<file path="src/rtl/mipsdec_pkg.sv">
// mipsdec_pkg: shared types, codes and lookup tables for the mips iii instruction decoder
// no dependencies; imported by mipsdec_decode and mips_instruction_decoder_top
package mipsdec_pkg;

    // width of the packed input transaction (word plus fpu flag, padded to bytes)
    localparam int IN_DATA_W  = 40;
    localparam int OUT_DATA_W = 16;

    // primary opcodes with their own sub-decoders
    localparam logic [5:0] OP_SPECIAL = 6'b000000;
    localparam logic [5:0] OP_REGIMM  = 6'b000001;
    localparam logic [5:0] OP_COP0    = 6'b010000;
    localparam logic [5:0] OP_COP1    = 6'b010001;

    // coprocessor rs selectors
    localparam logic [4:0] RS_COP0_CO = 5'b10000;
    localparam logic [4:0] RS_COP1_BC = 5'b01000;
    localparam logic [5:0] FN_CMP_MASK = 6'h30;

    typedef enum logic [1:0] {
        EXC_NONE     = 2'd0,
        EXC_RESERVED = 2'd1,
        EXC_UNUSABLE = 2'd2
    } exc_code_t;

    // handler classes
    localparam logic [4:0] CLS_LOAD      = 5'd0;
    localparam logic [4:0] CLS_STORE     = 5'd1;
    localparam logic [4:0] CLS_ALU_IMM   = 5'd2;
    localparam logic [4:0] CLS_ALU_REG   = 5'd3;
    localparam logic [4:0] CLS_SHIFT     = 5'd4;
    localparam logic [4:0] CLS_MULDIV    = 5'd5;
    localparam logic [4:0] CLS_HILO      = 5'd6;
    localparam logic [4:0] CLS_JUMP      = 5'd7;
    localparam logic [4:0] CLS_BRANCH    = 5'd8;
    localparam logic [4:0] CLS_TRAP_REG  = 5'd9;
    localparam logic [4:0] CLS_TRAP_IMM  = 5'd10;
    localparam logic [4:0] CLS_BREAK     = 5'd11;
    localparam logic [4:0] CLS_SYNC      = 5'd12;
    localparam logic [4:0] CLS_SYSCALL   = 5'd13;
    localparam logic [4:0] CLS_COP0_MOVE = 5'd14;
    localparam logic [4:0] CLS_TLBP      = 5'd15;
    localparam logic [4:0] CLS_TLBR      = 5'd16;
    localparam logic [4:0] CLS_TLBWI     = 5'd17;
    localparam logic [4:0] CLS_TLBWR     = 5'd18;
    localparam logic [4:0] CLS_ERET      = 5'd19;
    localparam logic [4:0] CLS_CACHE     = 5'd20;
    localparam logic [4:0] CLS_FPU_LOAD  = 5'd21;
    localparam logic [4:0] CLS_FPU_STORE = 5'd22;
    localparam logic [4:0] CLS_FPU_MOVE  = 5'd23;
    localparam logic [4:0] CLS_FPU_CVT   = 5'd24;
    localparam logic [4:0] CLS_FPU_CALC  = 5'd25;
    localparam logic [4:0] CLS_FPU_BR    = 5'd26;
    localparam logic [4:0] CLS_FPU_CMP   = 5'd27;

    localparam logic [7:0] ID_FPU_COMPARE = 8'd85;

    // one table hit
    typedef struct packed {
        logic       hit;
        logic [7:0] id;
        logic [4:0] cls;
    } lookup_t;

    // decoded result, id in the low bits
    typedef struct packed {
        exc_code_t  exc;
        logic       recognized;
        logic [4:0] cls;
        logic [7:0] id;
    } dec_result_t;

    localparam lookup_t MISS = '{hit: 1'b0, id: 8'd0, cls: 5'd0};

    function automatic lookup_t mk(input logic [7:0] id, input logic [4:0] cls);
        lookup_t r;
        r.hit = 1'b1;
        r.id  = id;
        r.cls = cls;
        return r;
    endfunction

    function automatic lookup_t lookup_special(input logic [5:0] fn);
        lookup_t r;
        unique case (fn)
            6'h20: r = mk(8'd0,  CLS_ALU_REG);
            6'h21: r = mk(8'd1,  CLS_ALU_REG);
            6'h24: r = mk(8'd2,  CLS_ALU_REG);
            6'h2C: r = mk(8'd3,  CLS_ALU_REG);
            6'h2D: r = mk(8'd4,  CLS_ALU_REG);
            6'h2E: r = mk(8'd5,  CLS_ALU_REG);
            6'h2F: r = mk(8'd6,  CLS_ALU_REG);
            6'h27: r = mk(8'd7,  CLS_ALU_REG);
            6'h25: r = mk(8'd8,  CLS_ALU_REG);
            6'h2A: r = mk(8'd9,  CLS_ALU_REG);
            6'h2B: r = mk(8'd10, CLS_ALU_REG);
            6'h22: r = mk(8'd11, CLS_ALU_REG);
            6'h23: r = mk(8'd12, CLS_ALU_REG);
            6'h26: r = mk(8'd13, CLS_ALU_REG);
            6'h38: r = mk(8'd14, CLS_SHIFT);
            6'h14: r = mk(8'd15, CLS_SHIFT);
            6'h3C: r = mk(8'd16, CLS_SHIFT);
            6'h3B: r = mk(8'd17, CLS_SHIFT);
            6'h17: r = mk(8'd18, CLS_SHIFT);
            6'h3F: r = mk(8'd19, CLS_SHIFT);
            6'h3A: r = mk(8'd20, CLS_SHIFT);
            6'h16: r = mk(8'd21, CLS_SHIFT);
            6'h3E: r = mk(8'd22, CLS_SHIFT);
            6'h00: r = mk(8'd23, CLS_SHIFT);
            6'h04: r = mk(8'd24, CLS_SHIFT);
            6'h03: r = mk(8'd25, CLS_SHIFT);
            6'h07: r = mk(8'd26, CLS_SHIFT);
            6'h02: r = mk(8'd27, CLS_SHIFT);
            6'h06: r = mk(8'd28, CLS_SHIFT);
            6'h1E: r = mk(8'd29, CLS_MULDIV);
            6'h1F: r = mk(8'd30, CLS_MULDIV);
            6'h1A: r = mk(8'd31, CLS_MULDIV);
            6'h1B: r = mk(8'd32, CLS_MULDIV);
            6'h1C: r = mk(8'd33, CLS_MULDIV);
            6'h1D: r = mk(8'd34, CLS_MULDIV);
            6'h18: r = mk(8'd35, CLS_MULDIV);
            6'h19: r = mk(8'd36, CLS_MULDIV);
            6'h09: r = mk(8'd37, CLS_JUMP);
            6'h08: r = mk(8'd38, CLS_JUMP);
            6'h34: r = mk(8'd39, CLS_TRAP_REG);
            6'h30: r = mk(8'd40, CLS_TRAP_REG);
            6'h31: r = mk(8'd41, CLS_TRAP_REG);
            6'h32: r = mk(8'd42, CLS_TRAP_REG);
            6'h33: r = mk(8'd43, CLS_TRAP_REG);
            6'h36: r = mk(8'd44, CLS_TRAP_REG);
            6'h10: r = mk(8'd45, CLS_HILO);
            6'h12: r = mk(8'd46, CLS_HILO);
            6'h11: r = mk(8'd47, CLS_HILO);
            6'h13: r = mk(8'd48, CLS_HILO);
            6'h0D: r = mk(8'd49, CLS_BREAK);
            6'h0F: r = mk(8'd50, CLS_SYNC);
            6'h0C: r = mk(8'd51, CLS_SYSCALL);
            default: r = MISS;
        endcase
        return r;
    endfunction

    function automatic lookup_t lookup_regimm(input logic [4:0] rt);
        lookup_t r;
        unique case (rt)
            5'h01: r = mk(8'd52, CLS_BRANCH);
            5'h11: r = mk(8'd53, CLS_BRANCH);
            5'h13: r = mk(8'd54, CLS_BRANCH);
            5'h03: r = mk(8'd55, CLS_BRANCH);
            5'h00: r = mk(8'd56, CLS_BRANCH);
            5'h10: r = mk(8'd57, CLS_BRANCH);
            5'h12: r = mk(8'd58, CLS_BRANCH);
            5'h02: r = mk(8'd59, CLS_BRANCH);
            5'h0C: r = mk(8'd60, CLS_TRAP_IMM);
            5'h08: r = mk(8'd61, CLS_TRAP_IMM);
            5'h09: r = mk(8'd62, CLS_TRAP_IMM);
            5'h0A: r = mk(8'd63, CLS_TRAP_IMM);
            5'h0B: r = mk(8'd64, CLS_TRAP_IMM);
            5'h0E: r = mk(8'd65, CLS_TRAP_IMM);
            default: r = MISS;
        endcase
        return r;
    endfunction

    function automatic lookup_t lookup_cop0_co(input logic [5:0] fn);
        lookup_t r;
        unique case (fn)
            6'h18: r = mk(8'd66, CLS_ERET);
            6'h08: r = mk(8'd67, CLS_TLBP);
            6'h01: r = mk(8'd68, CLS_TLBR);
            6'h02: r = mk(8'd69, CLS_TLBWI);
            6'h06: r = mk(8'd70, CLS_TLBWR);
            default: r = MISS;
        endcase
        return r;
    endfunction

    function automatic lookup_t lookup_cop0_rs(input logic [4:0] rs);
        lookup_t r;
        unique case (rs)
            5'h01: r = mk(8'd71, CLS_COP0_MOVE);
            5'h05: r = mk(8'd72, CLS_COP0_MOVE);
            5'h00: r = mk(8'd73, CLS_COP0_MOVE);
            5'h04: r = mk(8'd74, CLS_COP0_MOVE);
            default: r = MISS;
        endcase
        return r;
    endfunction

    function automatic lookup_t lookup_cop1_bc(input logic [4:0] rt);
        lookup_t r;
        unique case (rt)
            5'h00: r = mk(8'd75, CLS_FPU_BR);
            5'h02: r = mk(8'd76, CLS_FPU_BR);
            5'h01: r = mk(8'd77, CLS_FPU_BR);
            5'h03: r = mk(8'd78, CLS_FPU_BR);
            default: r = MISS;
        endcase
        return r;
    endfunction

    function automatic lookup_t lookup_cop1_rs(input logic [4:0] rs);
        lookup_t r;
        unique case (rs)
            5'h02: r = mk(8'd79, CLS_FPU_MOVE);
            5'h06: r = mk(8'd80, CLS_FPU_MOVE);
            5'h01: r = mk(8'd81, CLS_FPU_MOVE);
            5'h05: r = mk(8'd82, CLS_FPU_MOVE);
            5'h00: r = mk(8'd83, CLS_FPU_MOVE);
            5'h04: r = mk(8'd84, CLS_FPU_MOVE);
            default: r = MISS;
        endcase
        return r;
    endfunction

    function automatic lookup_t lookup_cop1_fn(input logic [5:0] fn);
        lookup_t r;
        unique case (fn)
            6'h05: r = mk(8'd86,  CLS_FPU_CALC);
            6'h00: r = mk(8'd87,  CLS_FPU_CALC);
            6'h03: r = mk(8'd88,  CLS_FPU_CALC);
            6'h06: r = mk(8'd89,  CLS_FPU_CALC);
            6'h02: r = mk(8'd90,  CLS_FPU_CALC);
            6'h07: r = mk(8'd91,  CLS_FPU_CALC);
            6'h04: r = mk(8'd92,  CLS_FPU_CALC);
            6'h01: r = mk(8'd93,  CLS_FPU_CALC);
            6'h0A: r = mk(8'd94,  CLS_FPU_CVT);
            6'h0E: r = mk(8'd95,  CLS_FPU_CVT);
            6'h21: r = mk(8'd96,  CLS_FPU_CVT);
            6'h25: r = mk(8'd97,  CLS_FPU_CVT);
            6'h20: r = mk(8'd98,  CLS_FPU_CVT);
            6'h24: r = mk(8'd99,  CLS_FPU_CVT);
            6'h0B: r = mk(8'd100, CLS_FPU_CVT);
            6'h0F: r = mk(8'd101, CLS_FPU_CVT);
            6'h08: r = mk(8'd102, CLS_FPU_CVT);
            6'h0C: r = mk(8'd103, CLS_FPU_CVT);
            6'h09: r = mk(8'd104, CLS_FPU_CVT);
            6'h0D: r = mk(8'd105, CLS_FPU_CVT);
            default: r = MISS;
        endcase
        return r;
    endfunction

    function automatic lookup_t lookup_main(input logic [5:0] op);
        lookup_t r;
        unique case (op)
            6'h20: r = mk(8'd106, CLS_LOAD);
            6'h24: r = mk(8'd107, CLS_LOAD);
            6'h37: r = mk(8'd108, CLS_LOAD);
            6'h1A: r = mk(8'd109, CLS_LOAD);
            6'h1B: r = mk(8'd110, CLS_LOAD);
            6'h21: r = mk(8'd111, CLS_LOAD);
            6'h25: r = mk(8'd112, CLS_LOAD);
            6'h30: r = mk(8'd113, CLS_LOAD);
            6'h34: r = mk(8'd114, CLS_LOAD);
            6'h23: r = mk(8'd115, CLS_LOAD);
            6'h22: r = mk(8'd116, CLS_LOAD);
            6'h26: r = mk(8'd117, CLS_LOAD);
            6'h27: r = mk(8'd118, CLS_LOAD);
            6'h28: r = mk(8'd119, CLS_STORE);
            6'h38: r = mk(8'd120, CLS_STORE);
            6'h3C: r = mk(8'd121, CLS_STORE);
            6'h3F: r = mk(8'd122, CLS_STORE);
            6'h2C: r = mk(8'd123, CLS_STORE);
            6'h2D: r = mk(8'd124, CLS_STORE);
            6'h29: r = mk(8'd125, CLS_STORE);
            6'h2B: r = mk(8'd126, CLS_STORE);
            6'h2A: r = mk(8'd127, CLS_STORE);
            6'h2E: r = mk(8'd128, CLS_STORE);
            6'h08: r = mk(8'd129, CLS_ALU_IMM);
            6'h09: r = mk(8'd130, CLS_ALU_IMM);
            6'h0C: r = mk(8'd131, CLS_ALU_IMM);
            6'h18: r = mk(8'd132, CLS_ALU_IMM);
            6'h19: r = mk(8'd133, CLS_ALU_IMM);
            6'h0F: r = mk(8'd134, CLS_ALU_IMM);
            6'h0D: r = mk(8'd135, CLS_ALU_IMM);
            6'h0A: r = mk(8'd136, CLS_ALU_IMM);
            6'h0B: r = mk(8'd137, CLS_ALU_IMM);
            6'h0E: r = mk(8'd138, CLS_ALU_IMM);
            6'h02: r = mk(8'd139, CLS_JUMP);
            6'h03: r = mk(8'd140, CLS_JUMP);
            6'h04: r = mk(8'd141, CLS_BRANCH);
            6'h14: r = mk(8'd142, CLS_BRANCH);
            6'h07: r = mk(8'd143, CLS_BRANCH);
            6'h17: r = mk(8'd144, CLS_BRANCH);
            6'h06: r = mk(8'd145, CLS_BRANCH);
            6'h16: r = mk(8'd146, CLS_BRANCH);
            6'h05: r = mk(8'd147, CLS_BRANCH);
            6'h15: r = mk(8'd148, CLS_BRANCH);
            6'h2F: r = mk(8'd149, CLS_CACHE);
            6'h35: r = mk(8'd150, CLS_FPU_LOAD);
            6'h31: r = mk(8'd151, CLS_FPU_LOAD);
            6'h3D: r = mk(8'd152, CLS_FPU_STORE);
            6'h39: r = mk(8'd153, CLS_FPU_STORE);
            default: r = MISS;
        endcase
        return r;
    endfunction

endpackage

</file>
<file path="src/rtl/mips_instruction_decoder_top.sv">
// mips_instruction_decoder_top: input register, decode logic and result register
// depends on mipsdec_pkg and mipsdec_decode
//
// channel   dir  handshake               payload
// s_axis    in   tvalid/tready           tdata[31:0] instruction_word, tdata[32] fpu_usable
// m_axis    out  tvalid/tready           tdata[7:0] id, [12:8] class, [13] recognized,
//                                        [15:14] exception_code
//
// one instruction per clock sustained while m_axis does not stall; an input transaction
// passes through the input register, then is decoded into the result register
// the throughput is set by the single decode pass between the two register stages
// rst_n clears both valid flags asynchronously; payload registers are not reset
// a stall on m_axis backs up one stage at a time, so the input keeps taking
// transactions until both registers hold data
module mips_instruction_decoder_top (
    input  logic                                clk,
    input  logic                                rst_n,
    input  logic                                s_axis_tvalid,
    output logic                                s_axis_tready,
    // [31:0] instruction_word, [32] fpu_usable, [39:33] zero
    input  logic [mipsdec_pkg::IN_DATA_W-1:0]   s_axis_tdata,
    output logic                                m_axis_tvalid,
    input  logic                                m_axis_tready,
    // [7:0] instruction_id, [12:8] handler_class, [13] recognized, [15:14] exception_code
    output logic [mipsdec_pkg::OUT_DATA_W-1:0]  m_axis_tdata
);
    import mipsdec_pkg::*;

    // input stage
    logic        in_valid_reg;
    logic        in_valid_next;
    logic [31:0] in_word_reg;
    logic        in_fpu_reg;

    // result stage
    logic        out_valid_reg;
    logic        out_valid_next;
    dec_result_t out_result_reg;

    dec_result_t dec_result;
    logic        out_free;
    logic        s_accept;
    logic        adv;

    // result slot frees when empty or being taken this cycle
    assign out_free      = !out_valid_reg || m_axis_tready;
    assign adv           = in_valid_reg && out_free;
    assign s_axis_tready = !in_valid_reg || out_free;
    assign s_accept      = s_axis_tvalid && s_axis_tready;

    mipsdec_decode u_decode (
        .word       (in_word_reg),
        .fpu_usable (in_fpu_reg),
        .result     (dec_result)
    );

    always_comb
    begin
        in_valid_next  = s_accept ? 1'b1 : (adv ? 1'b0 : in_valid_reg);
        out_valid_next = adv ? 1'b1 : (m_axis_tready ? 1'b0 : out_valid_reg);
    end

    always_ff @(posedge clk or negedge rst_n)
    begin
        if (!rst_n)
        begin
            in_valid_reg  <= 1'b0;
            out_valid_reg <= 1'b0;
        end
        else
        begin
            in_valid_reg  <= in_valid_next;
            out_valid_reg <= out_valid_next;
        end
    end

    always_ff @(posedge clk)
    begin
        if (s_accept)
        begin
            in_word_reg <= s_axis_tdata[31:0];
            in_fpu_reg  <= s_axis_tdata[32];
        end
        if (adv)
            out_result_reg <= dec_result;
    end

    assign m_axis_tvalid = out_valid_reg;
    assign m_axis_tdata  = out_result_reg;

    // a recognized instruction never raises an exception
    assert property (@(posedge clk) disable iff (!rst_n)
        (m_axis_tvalid && out_result_reg.recognized) |-> (out_result_reg.exc == EXC_NONE))
        else $error("recognized result carries an exception");

    // an unrecognized result reports id and class zero
    assert property (@(posedge clk) disable iff (!rst_n)
        (m_axis_tvalid && !out_result_reg.recognized) |->
            (out_result_reg.id == 8'd0 && out_result_reg.cls == 5'd0))
        else $error("unrecognized result has nonzero id or class");

    // a decoded word moves into an empty result slot on the next edge
    assert property (@(posedge clk) disable iff (!rst_n)
        (in_valid_reg && !out_valid_reg) |=> m_axis_tvalid)
        else $error("decoded transaction did not reach result register");

    // the fpu flag alone never produces a coprocessor-unusable result when set
    assert property (@(posedge clk) disable iff (!rst_n)
        (adv && in_fpu_reg) |=> (out_result_reg.exc != EXC_UNUSABLE))
        else $error("coprocessor unusable raised with fpu enabled");

endmodule

</file>
<file path="src/rtl/mipsdec_decode.sv">
// mipsdec_decode: combinational decode of one instruction word into id, class and exception
// depends on mipsdec_pkg for the lookup tables and result type
module mipsdec_decode (
    input  logic [31:0]              word,
    input  logic                     fpu_usable,
    output mipsdec_pkg::dec_result_t result
);
    import mipsdec_pkg::*;

    logic [5:0] op;
    logic [4:0] rs;
    logic [4:0] rt;
    logic [5:0] fn;
    lookup_t    hit_special;
    lookup_t    hit_regimm;
    lookup_t    hit_cop0_co;
    lookup_t    hit_cop0_rs;
    lookup_t    hit_cop1_bc;
    lookup_t    hit_cop1_rs;
    lookup_t    hit_cop1_fn;
    lookup_t    hit_main;
    lookup_t    sel;
    exc_code_t  exc;

    assign op = word[31:26];
    assign rs = word[25:21];
    assign rt = word[20:16];
    assign fn = word[5:0];

    // all tables look up in parallel; the opcode, the rs field and, for cop1, the function field pick among them
    assign hit_special = lookup_special(fn);
    assign hit_regimm  = lookup_regimm(rt);
    assign hit_cop0_co = lookup_cop0_co(fn);
    assign hit_cop0_rs = lookup_cop0_rs(rs);
    assign hit_cop1_bc = lookup_cop1_bc(rt);
    assign hit_cop1_rs = lookup_cop1_rs(rs);
    assign hit_cop1_fn = lookup_cop1_fn(fn);
    assign hit_main    = lookup_main(op);

    always_comb
    begin
        sel = MISS;
        exc = EXC_NONE;
        unique case (op)
            OP_SPECIAL:
            begin
                sel = hit_special;
                if (!sel.hit)
                    exc = EXC_RESERVED;
            end
            OP_REGIMM:
            begin
                sel = hit_regimm;
                if (!sel.hit)
                    exc = EXC_RESERVED;
            end
            OP_COP0:
            begin
                if (rs == RS_COP0_CO)
                begin
                    // unknown co function is silently unrecognized
                    sel = hit_cop0_co;
                end
                else
                begin
                    sel = hit_cop0_rs;
                    if (!sel.hit)
                        exc = EXC_RESERVED;
                end
            end
            OP_COP1:
            begin
                if (!fpu_usable)
                    exc = EXC_UNUSABLE;
                else if (rs == RS_COP1_BC)
                begin
                    sel = hit_cop1_bc;
                    if (!sel.hit)
                        exc = EXC_RESERVED;
                end
                else if (hit_cop1_rs.hit)
                    sel = hit_cop1_rs;
                else if ((fn & FN_CMP_MASK) == FN_CMP_MASK)
                    sel = mk(ID_FPU_COMPARE, CLS_FPU_CMP);
                else
                    sel = hit_cop1_fn;
            end
            default:
            begin
                sel = hit_main;
                if (!sel.hit)
                    exc = EXC_RESERVED;
                else if ((sel.cls == CLS_FPU_LOAD || sel.cls == CLS_FPU_STORE) && !fpu_usable)
                begin
                    sel = MISS;
                    exc = EXC_UNUSABLE;
                end
            end
        endcase
    end

    always_comb
    begin
        result.exc        = exc;
        result.recognized = sel.hit;
        result.cls        = sel.hit ? sel.cls : 5'd0;
        result.id         = sel.hit ? sel.id : 8'd0;
    end

endmodule

</file>
<file path="config.mk">
export PLATFORM = sky130hd
export DESIGN_NAME = mips_instruction_decoder_top
export DESIGN_NICKNAME = d
export VERILOG_FILES = /design/src/rtl/mipsdec_pkg.sv /design/src/rtl/mips_instruction_decoder_top.sv /design/src/rtl/mipsdec_decode.sv
export SDC_FILE = /design/constraint.sdc
export NUM_CORES = 1
export LEC_CHECK = 0
export BUFFER_PORTS_ARGS = -buffer_cell sky130_fd_sc_hd__buf_4
export CELL_PAD_IN_SITES_DETAIL_PLACEMENT = 0
export CELL_PAD_IN_SITES_GLOBAL_PLACEMENT = 1
export CORE_MARGIN = 3
export CORE_UTILIZATION = 40
export CTS_CLUSTER_DIAMETER = 120
export DETAILED_ROUTE_END_ITERATION = 8
export GPL_TIMING_DRIVEN = 0
export HOLD_SLACK_MARGIN = 0.08
export MAX_ROUTING_LAYER = met4
export PLACE_DENSITY = 0.77
export SYNTH_ARGS = -nofsm -noshare
export SYNTH_HDL_FRONTEND = slang
export SYNTH_SLANG_ARGS = --single-unit
export TNS_END_PERCENT = 50
</file>
<file path="constraint.sdc">
create_clock -name clk -period 2.7 [get_ports clk]
set_clock_uncertainty 0.15 [all_clocks]
set_input_delay 0.54 -clock clk [delete_from_list [all_inputs] [get_ports clk]]
set_output_delay 0.54 -clock clk [all_outputs]
set_load 0.03 [all_outputs]
</file>
* Word level (Yosys, flattened, before mapping)
Memory sizes are Yosys's and may differ from the RTL's. A register that Yosys moved wholly into a read port is not among the register bits.
Index checks and enable logic that the tools add are counted.
** Storage, ports and cells
- Bits in registers :: 51
- Bits in read-only memories :: 2624
- Input port bits :: 44
- Logic and storage cells :: 77
- Memories :: 4
** Operators by class
- Equality and inequality tests :: 21
- Muxes and demuxes :: 30
- Reduce and logical (&&, ||, !) cells :: 14
** Memories
- (name not given) :: words 64, width 14, read ports 1, clocked after Yosys merged registers in 1, write ports 0, RTL line mipsdec_pkg.sv:246 : unique case (op)
- (name not given) :: words 64, width 11, read ports 1, clocked after Yosys merged registers in 1, write ports 0, RTL line mipsdec_pkg.sv:218 : unique case (fn)
- (name not given) :: words 64, width 11, read ports 1, clocked after Yosys merged registers in 1, write ports 0, RTL line mipsdec_pkg.sv:85 : unique case (fn)
- (name not given) :: words 32, width 10, read ports 1, clocked after Yosys merged registers in 1, write ports 0, RTL line mipsdec_pkg.sv:145 : unique case (rt)
** Operators with widths (number)
- 14-bit one-hot mux with 4 select lines :: 3
- 14-bit 2-to-1 mux :: 7
- 14-bit one-hot mux with 6 select lines :: 1
- 14-bit one-hot mux with 5 select lines :: 1
- 6-bit by 5-bit == test with 1-bit output (second input constant) :: 3
- 6-bit 2-to-1 mux :: 3
- 5-bit by 2-bit == test with 1-bit output (second input constant) :: 3
- 5-bit by 3-bit == test with 1-bit output (second input constant) :: 3
- 5-bit == test (second input constant) :: 3
- 6-bit by 1-bit == test with 1-bit output (second input constant) :: 2
- 5-bit by 1-bit == test with 1-bit output (second input constant) :: 2
- 5-bit logical NOT :: 2
- 2-bit 2-to-1 mux :: 5
- 1-bit 2-to-1 mux :: 8
- 2-bit one-hot mux with 4 select lines :: 1
- 6-bit by 2-bit == test with 1-bit output (second input constant) :: 1
- 6-bit by 3-bit == test with 1-bit output (second input constant) :: 1
- 6-bit by 4-bit == test with 1-bit output (second input constant) :: 1
- 6-bit logical NOT :: 1
- 5-bit by 4-bit == test with 1-bit output (second input constant) :: 1
- 5-bit 2-to-1 mux :: 1
- 2-bit nonzero test :: 2
- 1-bit logical AND :: 3
- 1-bit logical NOT :: 3
- 2 further kinds :: 4

* Depth between registers and ports, before layout
Gate-level depths: netlist (run 1).
- Word-level depth :: 6
- Mapped depth :: 12
- Gate-level depth less buffers :: 11

* By module
A second synthesis (run 1) with hierarchy kept.
** Unflattened totals
- Cell total of the unflattened synthesis :: 543
- Area total of the unflattened synthesis :: 4623.2 um^2
** By module, submodules not included
- mipsdec_decode :: times used 1, cells an instance 486, area an instance 3047.9 um^2, sequential area each 0.0 um^2
- mips_instruction_decoder_top :: times used 1, cells an instance 57, area an instance 1575.3 um^2, sequential area each 1521.5 um^2

* Least setup slack after synthesis (run 1)
Ideal clock, no wire load.
- Path kind :: reg2reg
- Start point :: reg out_valid_reg, in the netlist m_axis_tvalid
- End point :: reg u_decode.hit_main[6] (netlist name)
- Setup time :: 129 ps
- Arrival time :: 2662 ps
- Required time :: 2421 ps
- Setup slack :: -241 ps
- Cell stages (with the launch flop) :: 12
- Path buffers :: 0
- Clock period less this slack :: 2941 ps
- Path through :: dfrtp_1 > and3b_4 > inv_6 > nand2_8 > inv_4 > mux2i_1 > inv_1 > ha_1 > nor3_1 > nor3_1 > o21ai_0 > o211ai_2
** Between the ends
- Longest elaborated chain between the ends :: 5
** RTL lines
- from (decl) :: RTL line mips_instruction_decoder_top.sv:36 : logic out_valid_reg;
- from (signal assigned) :: RTL line mips_instruction_decoder_top.sv:73 : out_valid_reg <= out_valid_next;
- 1-bit logical NOT :: RTL line mips_instruction_decoder_top.sv:46 : assign out_free = !out_valid_reg || m_axis_tready;
- 1-bit logical OR :: RTL line mips_instruction_decoder_top.sv:46
- 1-bit logical OR :: RTL line mips_instruction_decoder_top.sv:48 : assign s_axis_tready = !in_valid_reg || out_free;
- via s_axis_tready :: RTL line mips_instruction_decoder_top.sv:19 : output logic s_axis_tready,
- 1-bit logical AND :: RTL line mips_instruction_decoder_top.sv:49 : assign s_accept = s_axis_tvalid && s_axis_tready;
- 6-bit 2-to-1 mux (no source line)
The timed path passes the listed nets, and every way through them passes these cells.
A chain may end at the register's enable or synchronous reset.

* Worst setup path after layout (run 1)
- Start point :: in m_axis_tready
- End point :: reg u_decode.hit_main[6] (netlist name)
** Between the ends
- Longest elaborated chain between the ends :: 4
** RTL lines
- from (decl) :: RTL line mips_instruction_decoder_top.sv:23 : input logic m_axis_tready,
- 1-bit logical OR :: RTL line mips_instruction_decoder_top.sv:46
- 1-bit logical OR :: RTL line mips_instruction_decoder_top.sv:48
- 1-bit logical AND :: RTL line mips_instruction_decoder_top.sv:49
- 6-bit 2-to-1 mux (no source line)
Every way passes these cells.

==> impl_metrics.yaml, run 1 <==
run_status:
  status: "finished, final reports clean"
cells_and_area:
  synthToLayoutAreaGrowth_pct: 19.9
  drive_above_1_share_pct: 23.7
  nNetsFinal: 756
  fill_cells: 1264
  antenna_cells: 0
  largest_register_ff_count: 22
  stdcell_area_mm2: 0.00673
critical_path:
  worstPathArrival_ns: 2.76
  worstPathRequired_ns: 2.80
  slowest_delay_ns: 0.50
  cp_num_buf_inv: 4
  start_kind: "input port"
  crit_chain: "buf_4, and3b_4, clkinv_8, nand2_8, inv_6, mux2i_4, inv_2, ha_1, nor3_4, mux4_2, o211ai_2"
  crit_slowest_cell: "mux4_2"
  worstPathMaxFanout: 8
  end_kind: "flop"
  path_class: "input port to flop"
  cp_top_family: "multiplexers"
sta:
  max_clock_freq_ghz: 0.375
  rsz0062_at_grt: "no"
  worst_slack_ns: 0.0353
  post-route-period-util_pct: 98.7
  worst_pin_slew_ns: 0.708
  hold_violations: 0
  finalCriticalPeriod_ns: 2.66
  slew-limit-headroom_pct: 51.6
  slew_violations: 0
  setup_viol: 0
floorplan:
  die_w_um: 124
  die_area_mm2: 0.0155
  start_util_pct: 41.6
  die_y_um: 124
  std_cell_rows: 42
  coreArea_mm2: 0.0135
  ios: 62
power:
  peakVddDrop_uv: 451
  powerDensity_mw_per_mm2: 592
  power_mw: 3.99
  p_leak_nw: 2.62
logic_synthesis:
  syn_inst: 613
  ys_seq_area_share_pct: 36.0
  synth_edf_count: 39
  syn_avg_cell_area_um2: 9.16
  yosys_register_bits: 81
  syn_nets: 685
  synth-async-reset-ratio_pct: 2.47
  yosysUniqueCellTypes: 91
  syn-cell-area_mm2: 0.00562
  yosys.area.top_type: "edfxtp_1"
  yosysWarnings: 0
  synth_top_cell_area_share_pct: 20.9
  ys_top_cells_by_area: "edfxtp_1, dfxtp_1, ha_1, a21oi_1, nand2_1"
  synth_flop_cell: "dfxtp_1"
placement:
  finalWeightedCongestion: 0.961
  io_buffers: 43
  dpl_worst_slack_ns: -0.974
  dpl.hpwl_mm: 13.1
  dpl_cell_area_mm2: 0.00618
clock_network:
  cts-root-buf: "clkbuf_16"
  cts_max_level: 3
  clock_path_buffers: 2
  cts_tree: "done"
  clkTransAtPathRegs_ns: 0.06
  clk_latency_ns: 0.34
  cts_made_buffers: 9
  cts_sinks: 81
route:
  dr.pass1.iters: 6
  wl_per_cell_um: 20.1
  num_vias: 5186
  drtAntennaViolNets: 0
  drc: 0
  initialDrtViolationCount: 553
  totalWireLength_mm: 17.4
  viasPerCell: 6.00
worst_hold_path:
  hp-class: "input port to flop"
global_route:
  gr-usage-all-layers_pct: 22.8
  grt_pass1_wl_mm: 27.9
  grt_overflow: 0
  antenna_found_initial: 0
  grt_pass1_vias: 4974
  grt_max_degree: 33
job:
  drv_cap: 0
power by group:
| group | switching, mW | total (mW) | leakage (nW) | internal, mW |
|---|---|---|---|---|
| combinational | 0.777 | 1.28 | 1.74 | 0.505 |
| clock | 0.473 | 1.16 | 0.146 | 0.683 |
| sequential | 0.0860 | 1.55 | 0.732 | 1.46 |
| total | 1.34 | 3.99 | 2.62 | 2.65 |
cells by family (layout without fill, tap and decap cells):
| logic type | count (synthesis) | count (layout) | share of synthesized area [%] |
|---|---|---|---|
| AO/OA/AOI/OAI | 208 | 208 | 26.8 |
| multiplexers | 26 | 26 | 5.46 |
| XOR/XNOR | 7 | 7 | 1.09 |
| adder cells (fa/ha/maj) | 28 | 28 | 6.24 |
| AND/OR/NAND/NOR | 201 | 201 | 18.9 |
| buffers and inverters | 62 | 138 | 5.48 |
| flip-flops | 81 | 81 | 36.0 |
area by class of cell:
type / instances / area (um^2) / share of cell area (%)
clock inverters: 5 / 37.5 / 0.558
flip-flops and latches: 81 / 2020 / 30.1
repair buffers: 60 / 453 / 6.73
multi-input cells: 470 / 3380 / 50.2
well taps: 176 / 220 / 3.27
inverters: 23 / 121 / 1.80
plain buffers: 39 / 241 / 3.59
clock buffers: 11 / 254 / 3.77
cells in the final DEF, fill, tap and decap left out, drive strengths merged, types with 4 or more instances in the layout:
| cell | netlist | layout |
|---|---|---|
| a2111oi | 5 | 5 |
| a211o | 6 | 6 |
| a211oi | 8 | 8 |
| a21o | 5 | 5 |
| a21oi | 51 | 51 |
| a221oi | 6 | 6 |
| a22oi | 10 | 10 |
| a311oi | 5 | 5 |
| a31oi | 6 | 6 |
| and2 | 6 | 6 |
| and3 | 6 | 6 |
| buf | 24 | 85 |
| clkbuf | 15 | 24 |
| clkinv | 1 | 5 |
| dfxtp | 40 | 40 |
| edfxtp | 39 | 39 |
| ha | 28 | 28 |
| inv | 22 | 23 |
| mux2 | 8 | 8 |
| mux2i | 17 | 17 |
| nand2 | 56 | 56 |
| nand2b | 9 | 9 |
| nand3 | 14 | 14 |
| nand4b | 6 | 6 |
| nor2 | 44 | 44 |
| nor2b | 8 | 8 |
| nor3 | 26 | 26 |
| nor3b | 7 | 7 |
| nor4 | 9 | 9 |
| o211a | 6 | 6 |
| o211ai | 13 | 13 |
| o21ai | 42 | 42 |
| o311ai | 4 | 4 |
| o32ai | 4 | 4 |
| xnor2 | 6 | 6 |
metrics by stage:
step	utilization (%)	TNS [ns]	hold WS (ns)	std cells
after global routing	49.9	0	0.210	865
after floorplan	-	-0.0679	0.0944	613
after detailed placement	45.8	-10.74	0.176	832
after global placement	45.8	-10.96	0.173	832
after CTS	49.0	0	0.215	858
final	49.9	0	0.225	865
repair_timing:
item                       in CTS  in global routing
gates resized for setup        19                 18
hold endpoints to repair        2                  0
pin swaps                       4                  7
hold buffers                    1                  0
setup endpoints to repair      23                 21
buffers inserted                9                  7
cell usage after synthesis (3+ instances only):
cell type	number
xnor2_1	6
a211oi_1	7
o21ai_0	38
a21oi_1	49
nand4b_1	6
mux2i_1	15
inv_1	16
a221oi_1	6
a31oi_1	6
nor3_2	3
o32ai_1	4
nor2b_1	8
nand2b_1	9
a311oi_1	5
o22ai_1	3
buf_6	3
nand3_1	14
a21o_1	5
ha_1	28
buf_2	17
mux2_2	5
o221ai_1	3
a2111oi_0	4
a211o_1	6
buf_4	3
o32a_1	3
and3_1	6
nor3b_1	7
dfxtp_1	40
o211ai_1	8
o211ai_2	3
edfxtp_1	39
clkbuf_1	15
and2_1	5
inv_2	4
o211a_1	5
a22oi_1	10
nand2_1	55
nor2_1	42
nor3_1	23
nor4_1	8
layer usage:
layer  vias to the layer above  global-route usage (%)  wire [um]
met5                         -                       -          0
met4                         0                    7.67        519
met3                        38                    3.95        930
met2                       213                    32.4       7550
met1                      2458                    32.9       8380
li1                       2477                       -          -
worst paths after layout:
| path | endpoint | start | depth (start not counted) | slack [ns] |
|---|---|---|---|---|
| hold / removal | in_fpu_reg | s_axis_tdata[32] | 1 | 0.22 |
| setup / recovery | u_decode.hit_main[6] | m_axis_tready | 11 | 0.04 |
| hold reg to reg | m_axis_tdata[7] | u_decode.hit_main[12] | 2 | 0.41 |
| min in group asynchronous | in_valid_reg | rst_n | 2 | 0.37 |
| max in group asynchronous | m_axis_tvalid | rst_n | 2 | 1.93 |
| setup reg to reg | u_decode.hit_special[7] | m_axis_tvalid | 10 | 0.08 |
No activity file was read; power rests on OpenSTA's default activity.
==> inputs of run 2 (changes only) <==
Settings changed: ABC_CLOCK_PERIOD_IN_PS set to 2700, BUFFER_PORTS_ARGS -buffer_cell sky130_fd_sc_hd__buf_4 to -buffer_cell sky130_fd_sc_hd__buf_2, CTS_CLUSTER_SIZE set to 14.
==> run 2 against run 1 <==
  * First-iteration DRC count is 7.1% higher
  * Worst hold slack improved by 0.0039 ns
  * Via count is 1.4% higher
  * Clock-buffer cell count is 2 lower
  * Utilization is 0.64 points lower
  * Non-clock buffer count down 3
==> impl_metrics.yaml, run 2 (synthesis results as in run 1) <==
sta:
  hold_violations: 0
  finalCriticalPeriod_ns: 2.66
  slew-limit-headroom_pct: 49.0
  slew_violations: 0
  setup_viol: 0
  worst_pin_slew_ns: 0.765
  post-route-period-util_pct: 98.4
  max_clock_freq_ghz: 0.377
  rsz0062_at_grt: "yes"
  worst_slack_ns: 0.0441
critical_path:
  crit_chain: "buf_2, and3b_4, clkinv_8, nand2_8, inv_6, mux2_4, inv_4, ha_1, buf_6, a21oi_1, o311ai_1, o211ai_1, o21a_1"
  worstPathMaxFanout: 10
  ff2ff_path_depth: 10
  cp_num_buf_inv: 5
  end_kind: "flop"
  worstPathArrival_ns: 2.74
  crit_slowest_cell: "and3b_4"
  worstPathRequired_ns: 2.78
  slowest_delay_ns: 0.38
  crit_cells: 13
  path_class: "input port to flop"
  start_kind: "input port"
  cp_top_family: "compound AO/OA/AOI/OAI gates"
global_route:
  gr-usage-all-layers_pct: 23.2
  grt_pass1_wl_mm: 28.3
  grt_overflow: 0
  antenna_found_initial: 0
  grt_pass1_vias: 4956
  grt_max_degree: 33
clock_network:
  clk_latency_ns: 0.34
  clock_path_buffers: 2
  cts-root-buf: "clkbuf_16"
  clkTransAtPathRegs_ns: 0.06
  cts_max_level: 3
  cts_tree: "done"
  cts_sinks: 81
  cts_made_buffers: 9
route:
  wl_per_cell_um: 20.7
  viasPerCell: 6.10
  num_vias: 5260
  totalWireLength_mm: 17.8
  initialDrtViolationCount: 592
  drc: 0
  dr.pass1.iters: 5
  drtAntennaViolNets: 0
floorplan:
  std_cell_rows: 42
  coreArea_mm2: 0.0135
  die_w_um: 124
  die_y_um: 124
  ios: 62
  die_area_mm2: 0.0155
  start_util_pct: 41.6
worst_hold_path:
  holdPathStages: 1
  hp-class: "input port to flop"
cells_and_area:
  antenna_cells: 0
  final_common_cell: "buf_2"
  synthToLayoutAreaGrowth_pct: 18.3
  nNetsFinal: 753
  final_cell_mix: "buf_2, nand2_1, a21oi_1, nor2_1, dfxtp_1"
  drive_above_1_share_pct: 24.3
  fill_cells: 1308
  largest_register_ff_count: 22
placement:
  finalWeightedCongestion: 0.981
  io_buffers: 43
  dpl.hpwl_mm: 13.1
  dpl_worst_slack_ns: -0.989
power:
  peakVddDrop_uv: 260
  p_leak_nw: 2.55
  power_mw: 3.97
  powerDensity_mw_per_mm2: 597
job:
  drv_cap: 0
run_status:
  status: "finished, final reports clean"
-- run 2: final timing paths --
kind	from	endpoint	slack, ns
worst max-delay path	m_axis_tready	u_decode.hit_special[7]	0.04
worst min-delay path	s_axis_tdata[32]	in_fpu_reg	0.23
worst max register to register	in_valid_reg	u_decode.hit_special[7]	0.07
worst min register to register	u_decode.hit_main[12]	m_axis_tdata[7]	0.39
max in group asynchronous	rst_n	m_axis_tvalid	1.94
min in group asynchronous	rst_n	in_valid_reg	0.36
-- run 2: repair_timing --
| action | 4_1_cts | 5_1_grt |
|---|---|---|
| hold buffers | 1 | 0 |
| gates resized for setup | 14 | 38 |
| buffers inserted | 6 | 7 |
| endpoints found under the hold margin | 2 | 0 |
| setup endpoints to repair | 25 | 24 |
| pin swaps | 4 | 7 |
-- run 2: layer usage --
metal / vias to the layer above / part of all wire (%) / track usage [%]
met5: - / 0 / -
met4: 0 / 2.5 / 8.25
met3: 34 / 6.6 / 3.99
met2: 247 / 43 / 32.3
met1: 2508 / 48 / 33.9
li1: 2471 / - / -
-- run 2: power by group --
group	switching, mW	internal [mW]
sequential	0.0836	1.46
clock	0.509	0.630
combinational	0.791	0.489
total	1.38	2.58
-- run 2: metrics by stage --
step                instances  utilization, %  setup TNS (ns)  hold WS (ns)  area, um^2
floorplan                 613               -         -0.0679        0.0944        5640
global placement          832            45.0          -11.03         0.174        6080
detailed placement        832            45.0          -10.86         0.179        6080
CTS                       855            47.8               0         0.218        6460
global route              862            49.2         -0.0804         0.224        6650
finish                    862            49.2               0         0.229        6650
-- run 2: cell type report --
cell class	instances	area, um^2	share of cell area (%)
tap	176	220	3.31
multi-input combinational	470	3430	51.6
clock buffer	9	225	3.39
inverter	23	121	1.83
sequential	81	2020	30.5
buffer	39	246	3.71
clock inverter	7	51.3	0.772
timing repair buffer	57	327	4.91
-- run 2: worst reg2reg max path, cell delays in order, from the launching register on --
cell      delay (ns)
dfrtp_2         0.40
and3b_4         0.23
buf_12          0.16
o211ai_4        0.21
inv_2           0.07
buf_4           0.18
buf_2           0.22
ha_1            0.26
mux2_2          0.27
o211a_1         0.20
o21a_1          0.17
